## src/design/stl_pkg.sv

```systemverilog
// stl_pkg: shared constants for the steering torque limiter
// field widths, stream packing offsets, register indexes and reset values
// no dependencies
package stl_pkg;

    // fixed-point format of the torque command
    localparam int CMD_FRAC_BITS = 4;
    localparam int CMD_W         = 20;

    // sample window
    localparam int WINDOW_DEPTH  = 6;

    // measurement frame fields
    localparam int FRAME_ID_W    = 11;
    localparam int BUS_W         = 3;
    localparam int LEN_W         = 4;
    localparam int TORQUE_W      = 16;
    localparam logic [FRAME_ID_W-1:0] FRAME_ID_MATCH = 11'h260;
    localparam logic [BUS_W-1:0]      BUS_MATCH      = 3'd0;
    localparam logic [LEN_W-1:0]      LEN_MATCH      = 4'd8;

    // measured torque scaling by eps_factor / 100
    localparam int EPS_W         = 8;
    localparam int PROD_W        = TORQUE_W + EPS_W + 1;
    localparam int MAG_W         = PROD_W - 2;
    // divide by 100 as multiply by ceil(2^30 / 100), exact for magnitudes below 2^23
    localparam int RECIP_SHIFT   = 30;
    localparam int RECIP_W       = 24;
    localparam logic [RECIP_W-1:0] RECIP_100 = 24'd10737419;
    localparam int QUOT_W        = 17;
    localparam int SAMPLE_W      = 18;

    // result fields
    localparam int APPLIED_W     = 16;

    // internal width for the clamp arithmetic in command units
    localparam int CALC_BASE     = (CMD_W > 17 + CMD_FRAC_BITS) ? CMD_W : 17 + CMD_FRAC_BITS;
    localparam int CALC_W        = CALC_BASE + 2;

    // limit registers
    localparam int RATE_W        = 12;
    localparam int LIMIT_W       = 15;
    localparam int CFG_ADDR_W    = 3;
    localparam int CFG_DATA_W    = 15;

    localparam logic [CFG_ADDR_W-1:0] REG_EPS_FACTOR   = 3'd0;
    localparam logic [CFG_ADDR_W-1:0] REG_RATE_UP      = 3'd1;
    localparam logic [CFG_ADDR_W-1:0] REG_RATE_DOWN    = 3'd2;
    localparam logic [CFG_ADDR_W-1:0] REG_ERROR_LIMIT  = 3'd3;
    localparam logic [CFG_ADDR_W-1:0] REG_TORQUE_LIMIT = 3'd4;

    localparam logic [EPS_W-1:0]   EPS_FACTOR_RST   = 8'd73;
    localparam logic [RATE_W-1:0]  RATE_UP_RST      = 12'd10;
    localparam logic [RATE_W-1:0]  RATE_DOWN_RST    = 12'd20;
    localparam logic [LIMIT_W-1:0] ERROR_LIMIT_RST  = 15'd350;
    localparam logic [LIMIT_W-1:0] TORQUE_LIMIT_RST = 15'd1500;

    // operation codes carried in s_tuser
    localparam logic OP_FRAME   = 1'b0;
    localparam logic OP_COMMAND = 1'b1;

    // input tdata packing
    localparam int S_ID_LSB      = 0;
    localparam int S_BUS_LSB     = S_ID_LSB + FRAME_ID_W;
    localparam int S_LEN_LSB     = S_BUS_LSB + BUS_W;
    localparam int S_TORQUE_LSB  = S_LEN_LSB + LEN_W;
    localparam int S_CMD_LSB     = S_TORQUE_LSB + TORQUE_W;
    localparam int S_USED_W      = S_CMD_LSB + CMD_W;
    localparam int S_TDATA_W     = ((S_USED_W + 7) / 8) * 8;

    // output tdata packing
    localparam int M_APPLIED_LSB = 0;
    localparam int M_MEAS_LSB    = M_APPLIED_LSB + APPLIED_W;
    localparam int M_MIN_LSB     = M_MEAS_LSB + SAMPLE_W;
    localparam int M_MAX_LSB     = M_MIN_LSB + SAMPLE_W;
    localparam int M_USED_W      = M_MAX_LSB + SAMPLE_W;
    localparam int M_TDATA_W     = ((M_USED_W + 7) / 8) * 8;

endpackage

```

## src/design/steering_torque_limiter_core.sv

```systemverilog
// steering_torque_limiter_core: measured-torque window and command clamp/rate limiter
// three-stage pipeline plus output register
// depends on stl_pkg
//
// path: an item taken into s0 moves through s1 and s2; a command then fills the output
//   register, while a frame gives no result and updates the window at the commit stage
// throughput: one item per cycle unless stalled; s2 holds window and last applied value
// reset: aresetn synchronous, active low; limit registers back to defaults, window, marks,
//   last applied value and all valid flags cleared
module steering_torque_limiter_core (
    input  logic                                aclk,
    input  logic                                aresetn,
    // input items
    input  logic                                s_tvalid,
    output logic                                s_tready,
    // frame_id, bus_index, data_length, torque_raw, command, zero pad
    input  logic [stl_pkg::S_TDATA_W-1:0]       s_tdata,
    // operation
    input  logic [0:0]                          s_tuser,
    // result items
    output logic                                m_tvalid,
    input  logic                                m_tready,
    // applied_torque, measured_torque, window_min, window_max, zero pad
    output logic [stl_pkg::M_TDATA_W-1:0]       m_tdata,
    // limited
    output logic [0:0]                          m_tuser,
    // limit register writes
    input  logic                                cfg_wr_en,
    input  logic [stl_pkg::CFG_ADDR_W-1:0]      cfg_addr,
    input  logic [stl_pkg::CFG_DATA_W-1:0]      cfg_wr_data
);

    localparam int CW = stl_pkg::CALC_W;
    localparam int F  = stl_pkg::CMD_FRAC_BITS;
    // half of one command unit, zero when there are no fraction bits
    localparam logic [CW-1:0] HALF = CW'((1 << F) >> 1);

    typedef enum logic {KIND_FRAME, KIND_CMD} item_kind_t;
    typedef logic signed [CW-1:0] calc_t;

    function automatic calc_t smin(input calc_t a, input calc_t b);
        return (a < b) ? a : b;
    endfunction

    function automatic calc_t smax(input calc_t a, input calc_t b);
        return (a > b) ? a : b;
    endfunction

    // ---------------------------------------------------------------
    // limit registers
    // ---------------------------------------------------------------
    logic [stl_pkg::EPS_W-1:0]   eps_factor_reg;
    logic [stl_pkg::RATE_W-1:0]  rate_up_reg;
    logic [stl_pkg::RATE_W-1:0]  rate_down_reg;
    logic [stl_pkg::LIMIT_W-1:0] error_limit_reg;
    logic [stl_pkg::LIMIT_W-1:0] torque_limit_reg;

    always_ff @(posedge aclk) begin
        if (!aresetn) begin
            eps_factor_reg   <= stl_pkg::EPS_FACTOR_RST;
            rate_up_reg      <= stl_pkg::RATE_UP_RST;
            rate_down_reg    <= stl_pkg::RATE_DOWN_RST;
            error_limit_reg  <= stl_pkg::ERROR_LIMIT_RST;
            torque_limit_reg <= stl_pkg::TORQUE_LIMIT_RST;
        end else if (cfg_wr_en) begin
            unique case (cfg_addr)
                stl_pkg::REG_EPS_FACTOR:   eps_factor_reg   <= cfg_wr_data[stl_pkg::EPS_W-1:0];
                stl_pkg::REG_RATE_UP:      rate_up_reg      <= cfg_wr_data[stl_pkg::RATE_W-1:0];
                stl_pkg::REG_RATE_DOWN:    rate_down_reg    <= cfg_wr_data[stl_pkg::RATE_W-1:0];
                stl_pkg::REG_ERROR_LIMIT:  error_limit_reg  <= cfg_wr_data;
                stl_pkg::REG_TORQUE_LIMIT: torque_limit_reg <= cfg_wr_data;
                default: ;
            endcase
        end
    end

    // ---------------------------------------------------------------
    // input field unpacking and frame filter
    // ---------------------------------------------------------------
    logic [stl_pkg::FRAME_ID_W-1:0]   in_frame_id;
    logic [stl_pkg::BUS_W-1:0]        in_bus_index;
    logic [stl_pkg::LEN_W-1:0]        in_data_length;
    logic signed [stl_pkg::TORQUE_W-1:0] in_torque;
    logic signed [stl_pkg::CMD_W-1:0] in_command;
    logic                             in_is_cmd;
    logic                             in_frame_ok;
    logic                             s_accept;

    assign in_frame_id    = s_tdata[stl_pkg::S_BUS_LSB-1:stl_pkg::S_ID_LSB];
    assign in_bus_index   = s_tdata[stl_pkg::S_LEN_LSB-1:stl_pkg::S_BUS_LSB];
    assign in_data_length = s_tdata[stl_pkg::S_TORQUE_LSB-1:stl_pkg::S_LEN_LSB];
    assign in_torque      = s_tdata[stl_pkg::S_CMD_LSB-1:stl_pkg::S_TORQUE_LSB];
    assign in_command     = s_tdata[stl_pkg::S_USED_W-1:stl_pkg::S_CMD_LSB];
    assign in_is_cmd      = (s_tuser[0] == stl_pkg::OP_COMMAND);
    assign in_frame_ok    = (in_frame_id == stl_pkg::FRAME_ID_MATCH)
                         && (in_bus_index == stl_pkg::BUS_MATCH)
                         && (in_data_length == stl_pkg::LEN_MATCH);
    assign s_accept       = s_tvalid && s_tready;

    // ---------------------------------------------------------------
    // pipeline registers
    // s0: input register, s1: scaled product, s2: commit stage
    // ---------------------------------------------------------------
    logic                                  s0_valid_reg, s1_valid_reg, s2_valid_reg;
    item_kind_t                            s0_kind_reg, s1_kind_reg, s2_kind_reg;
    logic signed [stl_pkg::TORQUE_W-1:0]   s0_torque_reg;
    logic signed [stl_pkg::CMD_W-1:0]      s0_cmd_reg, s1_cmd_reg, s2_cmd_reg;
    logic signed [stl_pkg::PROD_W-1:0]     s1_prod_reg;
    logic signed [stl_pkg::SAMPLE_W-1:0]   s2_sample_reg;
    calc_t                                 s2_val_reg;

    // state
    logic signed [stl_pkg::SAMPLE_W-1:0]   window_reg [stl_pkg::WINDOW_DEPTH];
    logic signed [stl_pkg::SAMPLE_W-1:0]   low_mark_reg, high_mark_reg;
    logic signed [stl_pkg::APPLIED_W-1:0]  last_applied_reg;

    // output register
    logic                                  m_valid_reg;
    logic signed [stl_pkg::APPLIED_W-1:0]  m_applied_reg;
    logic                                  m_limited_reg;
    logic signed [stl_pkg::SAMPLE_W-1:0]   m_meas_reg, m_min_reg, m_max_reg;

    // stage movement: frames leave s2 without touching the output register
    logic s2_commit, s2_take, s1_take, s0_take;

    assign s2_commit = s2_valid_reg
                    && (s2_kind_reg == KIND_FRAME || !m_valid_reg || m_tready);
    assign s2_take   = !s2_valid_reg || s2_commit;
    assign s1_take   = !s1_valid_reg || s2_take;
    assign s0_take   = !s0_valid_reg || s1_take;
    assign s_tready  = s0_take;

    always_ff @(posedge aclk) begin
        if (!aresetn) begin
            s0_valid_reg <= 1'b0;
            s1_valid_reg <= 1'b0;
            s2_valid_reg <= 1'b0;
        end else begin
            // rejected frames are taken and dropped here
            if (s0_take) begin
                s0_valid_reg <= s_accept && (in_is_cmd || in_frame_ok);
            end
            if (s1_take) begin
                s1_valid_reg <= s0_valid_reg;
            end
            if (s2_take) begin
                s2_valid_reg <= s1_valid_reg;
            end
        end
    end

    // ---------------------------------------------------------------
    // s0 -> s1: torque times eps_factor
    // ---------------------------------------------------------------
    logic signed [stl_pkg::PROD_W-1:0] prod_next;

    assign prod_next = stl_pkg::PROD_W'(s0_torque_reg)
                     * $signed({1'b0, eps_factor_reg});

    always_ff @(posedge aclk) begin
        if (s0_take) begin
            s0_kind_reg   <= in_is_cmd ? KIND_CMD : KIND_FRAME;
            s0_torque_reg <= in_torque;
            s0_cmd_reg    <= in_command;
        end
        if (s1_take) begin
            s1_kind_reg <= s0_kind_reg;
            s1_prod_reg <= prod_next;
            s1_cmd_reg  <= s0_cmd_reg;
        end
    end

    // ---------------------------------------------------------------
    // s1 -> s2: divide by 100 (frames), measured-torque clamp (commands)
    // ---------------------------------------------------------------
    logic                                  prod_neg;
    logic [stl_pkg::PROD_W-1:0]            prod_abs;
    logic [stl_pkg::MAG_W-1:0]             prod_mag;
    logic [stl_pkg::MAG_W+stl_pkg::RECIP_W-1:0] recip_prod;
    logic [stl_pkg::QUOT_W-1:0]            quot;
    logic signed [stl_pkg::SAMPLE_W-1:0]   sample_next;

    // truncation toward zero: divide the magnitude, then restore the sign
    assign prod_neg    = s1_prod_reg[stl_pkg::PROD_W-1];
    assign prod_abs    = prod_neg ? stl_pkg::PROD_W'(-s1_prod_reg)
                                  : stl_pkg::PROD_W'(s1_prod_reg);
    assign prod_mag    = prod_abs[stl_pkg::MAG_W-1:0];
    assign recip_prod  = (stl_pkg::MAG_W + stl_pkg::RECIP_W)'(prod_mag)
                       * (stl_pkg::MAG_W + stl_pkg::RECIP_W)'(stl_pkg::RECIP_100);
    assign quot        = recip_prod[stl_pkg::RECIP_SHIFT +: stl_pkg::QUOT_W];
    assign sample_next = prod_neg ? -$signed({1'b0, quot}) : $signed({1'b0, quot});

    // newest sample as a command in s1 sees it: a frame committing from s2 wins
    logic signed [stl_pkg::SAMPLE_W-1:0] meas_src;
    calc_t meas_w, err_w, lim_w, cmd1_w;
    calc_t meas_lower, meas_upper, clamp1;

    assign meas_src = (s2_valid_reg && s2_kind_reg == KIND_FRAME) ? s2_sample_reg
                                                                  : window_reg[0];

    always_comb begin
        meas_w     = CW'(meas_src) <<< F;
        err_w      = calc_t'(CW'(error_limit_reg)) <<< F;
        lim_w      = calc_t'(CW'(torque_limit_reg)) <<< F;
        cmd1_w     = CW'(s1_cmd_reg);
        meas_lower = smax(smin(meas_w - err_w, -err_w), -lim_w);
        meas_upper = smin(smax(meas_w + err_w, err_w), lim_w);
        clamp1     = smax(meas_lower, smin(cmd1_w, meas_upper));
    end

    always_ff @(posedge aclk) begin
        if (s2_take) begin
            s2_kind_reg   <= s1_kind_reg;
            s2_sample_reg <= sample_next;
            s2_val_reg    <= clamp1;
            s2_cmd_reg    <= s1_cmd_reg;
        end
    end

    // ---------------------------------------------------------------
    // s2 commit: rate limit, rounding, window update
    // ---------------------------------------------------------------
    calc_t last_w, up_w, down_w, rate_lower, rate_upper, clamp2;
    logic                                  v_neg;
    logic [CW-1:0]                         v_mag, r_mag;
    calc_t                                 r_w, back_w, cmd2_w;
    logic signed [stl_pkg::APPLIED_W-1:0]  applied;
    logic                                  limited;

    always_comb begin
        last_w = CW'(last_applied_reg) <<< F;
        up_w   = calc_t'(CW'(rate_up_reg)) <<< F;
        down_w = calc_t'(CW'(rate_down_reg)) <<< F;
        // moving away from zero is held to rate_up, toward zero to rate_down
        if (last_w > 0) begin
            rate_lower = smax(last_w - down_w, -up_w);
            rate_upper = last_w + up_w;
        end else begin
            rate_lower = last_w - up_w;
            rate_upper = smin(last_w + down_w, up_w);
        end
        clamp2 = smax(rate_lower, smin(s2_val_reg, rate_upper));
        // round half away from zero
        v_neg  = clamp2[CW-1];
        v_mag  = v_neg ? CW'(-clamp2) : CW'(clamp2);
        r_mag  = (v_mag + HALF) >> F;
        r_w    = v_neg ? -$signed(r_mag) : $signed(r_mag);
        applied = r_w[stl_pkg::APPLIED_W-1:0];
        // flag compares at full command precision
        back_w  = CW'(applied) <<< F;
        cmd2_w  = CW'(s2_cmd_reg);
        limited = (back_w != cmd2_w);
    end

    // new window contents and its extremes
    logic signed [stl_pkg::SAMPLE_W-1:0] win_next [stl_pkg::WINDOW_DEPTH];
    logic signed [stl_pkg::SAMPLE_W-1:0] win_min, win_max;

    always_comb begin
        win_next[0] = s2_sample_reg;
        for (int i = 1; i < stl_pkg::WINDOW_DEPTH; i++) begin
            win_next[i] = window_reg[i-1];
        end
        win_min = win_next[0];
        win_max = win_next[0];
        for (int i = 1; i < stl_pkg::WINDOW_DEPTH; i++) begin
            if (win_next[i] < win_min) begin
                win_min = win_next[i];
            end
            if (win_next[i] > win_max) begin
                win_max = win_next[i];
            end
        end
    end

    logic commit_frame, commit_cmd;
    assign commit_frame = s2_commit && (s2_kind_reg == KIND_FRAME);
    assign commit_cmd   = s2_commit && (s2_kind_reg == KIND_CMD);

    always_ff @(posedge aclk) begin
        if (!aresetn) begin
            for (int i = 0; i < stl_pkg::WINDOW_DEPTH; i++) begin
                window_reg[i] <= '0;
            end
            low_mark_reg     <= '0;
            high_mark_reg    <= '0;
            last_applied_reg <= '0;
        end else begin
            if (commit_frame) begin
                for (int i = 0; i < stl_pkg::WINDOW_DEPTH; i++) begin
                    window_reg[i] <= win_next[i];
                end
                low_mark_reg  <= win_min - stl_pkg::SAMPLE_W'(1);
                high_mark_reg <= win_max + stl_pkg::SAMPLE_W'(1);
            end
            if (commit_cmd) begin
                last_applied_reg <= applied;
            end
        end
    end

    // ---------------------------------------------------------------
    // output register: holds a result until taken, frees as it goes
    // ---------------------------------------------------------------
    always_ff @(posedge aclk) begin
        if (!aresetn) begin
            m_valid_reg <= 1'b0;
        end else if (commit_cmd) begin
            m_valid_reg <= 1'b1;
        end else if (m_tready) begin
            m_valid_reg <= 1'b0;
        end
    end

    always_ff @(posedge aclk) begin
        if (commit_cmd) begin
            m_applied_reg <= applied;
            m_limited_reg <= limited;
            m_meas_reg    <= window_reg[0];
            m_min_reg     <= low_mark_reg;
            m_max_reg     <= high_mark_reg;
        end
    end

    assign m_tvalid = m_valid_reg;
    assign m_tuser  = m_limited_reg;
    assign m_tdata  = {{(stl_pkg::M_TDATA_W - stl_pkg::M_USED_W){1'b0}},
                       m_max_reg, m_min_reg, m_meas_reg, m_applied_reg};

endmodule

```

## config.mk

```make
export PLATFORM = sky130hd
export DESIGN_NAME = steering_torque_limiter_core
export DESIGN_NICKNAME = d
export VERILOG_FILES = /design/src/design/stl_pkg.sv /design/src/design/steering_torque_limiter_core.sv
export SDC_FILE = /design/constraint.sdc
export NUM_CORES = 2
export LEC_CHECK = 0
export ABC_AREA = 0
export BUFFER_PORTS_ARGS = -buffer_cell sky130_fd_sc_hd__buf_2
export CORE_UTILIZATION = 38
export DETAILED_ROUTE_END_ITERATION = 12
export PLACE_DENSITY = 0.61
export SETUP_SLACK_MARGIN = 0.15
export SYNTH_ARGS = -nofsm -noshare
export SYNTH_HDL_FRONTEND = slang
export SYNTH_SLANG_ARGS = --single-unit
```

## constraint.sdc

```tcl
create_clock -name aclk -period 38.4 [get_ports aclk]
set_input_delay 1.92 -clock aclk [delete_from_list [all_inputs] [get_ports aclk]]
set_output_delay 1.92 -clock aclk [all_outputs]
set_load 0.02 [all_outputs]
```

==> results.py <==
metrics = {
    "setup_path": {
        "rr_startpoint": "window_reg[0][17]$_SDFFCE_PN0P_",
        "reg2reg_depth": 65,
        "critPathSlowestCell": "o41a_1",
        "cp_slowest_stage_delay_ns": 0.83,
        "r2r_slack_ns": 21.46,
        "critPathMaxFanout": 32,
        "end_kind": "flop",
        "r2r-end": "low_mark_reg[15]$_SDFFE_PN0P_",
        "crit_top_cell": "a21o_1",
        "startpoint_type": "flop",
        "critical_path_class": "reg -> reg",
        "critPathRequiredTime_ns": 38.93,
        "arrival_ns": 17.47,
    },
    "die": {
        "die_y_um": 359.4,
        "dieArea_mm2": 0.1291,
        "die_w_um": 359.4,
        "core-area_mm2": 0.1262,
        "io_pins": 155,
        "start_util_pct": 38.45,
        "rows": 130,
    },
    "clock_tree": {
        "cts_tree": "yes",
        "cts-root-buf": "clkbuf_16",
        "clk_path_buf_depth": 3,
        "cts_resized": 0,
        "ctsHoldBuffers": 0,
        "cts_setup_buffers": 0,
        "clock_latency_ns": 0.66,
        "cts_made_buffers": 53,
        "cts.sinks": 423,
        "clk_pin_slew_ns": 0.06,
        "h-tree-depth": 2,
    },
    "logic_synthesis": {
        "synthCells": 5331,
        "synth_edf_count": 305,
        "ys.flop_type": "edfxtp_1",
        "synth_cell_types": 118,
        "seq_area_frac_synth_pct": 23.74,
        "yosysWarnings": 0,
        "avgSynthCellArea_um2": 9.103,
        "synth_area_mm2": 0.04853,
        "ys_ff_latch": 423,
        "async_reset_ff_share_pct": 0,
    },
    "grt": {
        "grt_overflow": 0,
        "antenna_found_initial": 6,
        "grt_pass1_wl_mm": 213.7,
        "grt_usage_pct": 20.75,
        "grt_max_degree": 74,
        "grt_pass1_vias": 37730,
    },
    "routing": {
        "first_iter_violations": 2963,
        "vias": 37880,
        "vias_per_cell": 5.329,
        "wl_per_cell_um": 18.90,
        "routed_wirelength_mm": 134.3,
        "dr.pass1.iters": 8,
        "ant_nets": 0,
        "drc_errors": 0,
    },
    "timing": {
        "min_period_over_period_pct": 44.13,
        "min_period_ns": 16.94,
        "skew_ns": 0.06433,
        "tns_ns": 0,
        "slew_viol_final": 0,
        "relSlewSlack_pct": 25.96,
        "final_hold_viol_count": 0,
        "fmax_mhz": 59.02,
        "worst_pin_slew_ns": 1.083,
        "rsz0062_at_grt": "false",
        "finalSetupViolations": 0,
        "layout_setup_ws_ns": 21.46,
    },
    "cells_and_area": {
        "final_common_cell": "inv_1",
        "largest_register_ffs": 90,
        "final_cell_mix": "inv_1, ha_1, nand2_1, nor2_1, fa_1",
        "syn2layout_area_growth_pct": 8.810,
        "nets": 6499,
        "final_layout_size_suffix_gt1_share_pct": 8.117,
    },
    "hold_path": {
        "worstHoldEndpoint": "s1_kind_reg$_DFFE_PP_",
        "hold_path.class": "reg -> reg",
        "hold_depth": 0,
        "min_from": "s0_kind_reg$_DFFE_PN_",
    },
    "status": {
        "status": "completed",
    },
    "placement": {
        "dp_hpwl_mm": 108.9,
        "post-place-ws_ns": 21.64,
        "io_buffers": 150,
        "globalplace.congestion": 0.9173,
    },
    "flow_run": {
        "maxCapViolations": 0,
    },
}
per-stage QoR:
stage | std cells | hold slack (ns) | cell area [um2] | utilization (%)
2_1_floorplan | 5333 | 0.4003 | 48530 | -
3_3_place_gp | 7008 | 0.4037 | 51010 | 40.41
3_5_place_dp | 7008 | 0.4045 | 51010 | 40.41
4_1_cts | 7108 | 0.4183 | 52800 | 41.83
5_1_grt | 7108 | 0.4256 | 52800 | 41.83
6_report | 7109 | 0.4187 | 52800 | 41.83
Yosys cell counts (all sizes together) (112+ instances only):
library cell,number,area share (%)
nor2,337,2.6
ha,700,18
a21oi,294,3.0
nand2,430,3.3
clkbuf,127,0.98
fa,306,13
xnor2,168,3.0
dfxtp,118,4.9
edfxtp,305,19
a21o,118,1.8
and2,112,1.4
o21ai,249,2.6
inv,787,6.1
mux2i,118,2.4
worst max-delay path by stage:
stage	start	slack, ns	end	cells after the start
floorplan	window_reg[0][17]$_SDFFCE_PN0P_	23.54	low_mark_reg[14]$_SDFFE_PN0P_	75
global placement	window_reg[0][17]$_SDFFCE_PN0P_	22.06	low_mark_reg[15]$_SDFFE_PN0P_	65
detailed placement	window_reg[0][17]$_SDFFCE_PN0P_	21.64	low_mark_reg[15]$_SDFFE_PN0P_	65
CTS	window_reg[0][17]$_SDFFCE_PN0P_	21.62	low_mark_reg[15]$_SDFFE_PN0P_	65
global route	window_reg[0][17]$_SDFFCE_PN0P_	20.34	high_mark_reg[15]$_SDFFE_PN0P_	67
finish	window_reg[0][17]$_SDFFCE_PN0P_	21.46	low_mark_reg[15]$_SDFFE_PN0P_	65
critical path, delay by kind of cell (launching register included):
family | cells | cell delay, ns
multiplexers | 3 | 1.27
AND/OR/NAND/NOR | 13 | 2.62
XOR/XNOR | 1 | 0.17
buffers and inverters | 5 | 1.21
flip-flops | 1 | 0.49
AO/OA/AOI/OAI | 38 | 9.32
adder cells (fa/ha/maj) | 5 | 1.69
per-layer routing:
metal,global-route usage [%],wire [um]
met1,28.91,63800
met2,34.46,61790
met3,1.819,5560
met4,5.243,3190
met5,0,0
kinds of logic (layout without fill, tap and decap cells):
group           count (synthesis)  after routing  synth area share (%)
mux                           197            197                 4.283
flops                         423            423                 23.74
compound gates               1079           1079                 14.81
other cells                     1              4              0.007728
fa+ha+maj                    1006           1006                 30.67
simple gates                 1435           1435                 14.60
xor+xnor                      233            233                 4.327
buf+inv                       957           1082                 7.562
layout make-up:
class	instances	area, um2
inverters	791	2973
fillers	12480	73420
flip-flops and latches	423	11520
diodes	1	2.502
clock inverters	39	421.7
repair buffers	191	1061
clock buffers	61	1366
multi-input cells	3953	33390
well taps	1650	2064
Power is left out: the tool's default activity adds up to more than one toggle a clock period on the data nets, which glitch-free logic cannot reach.
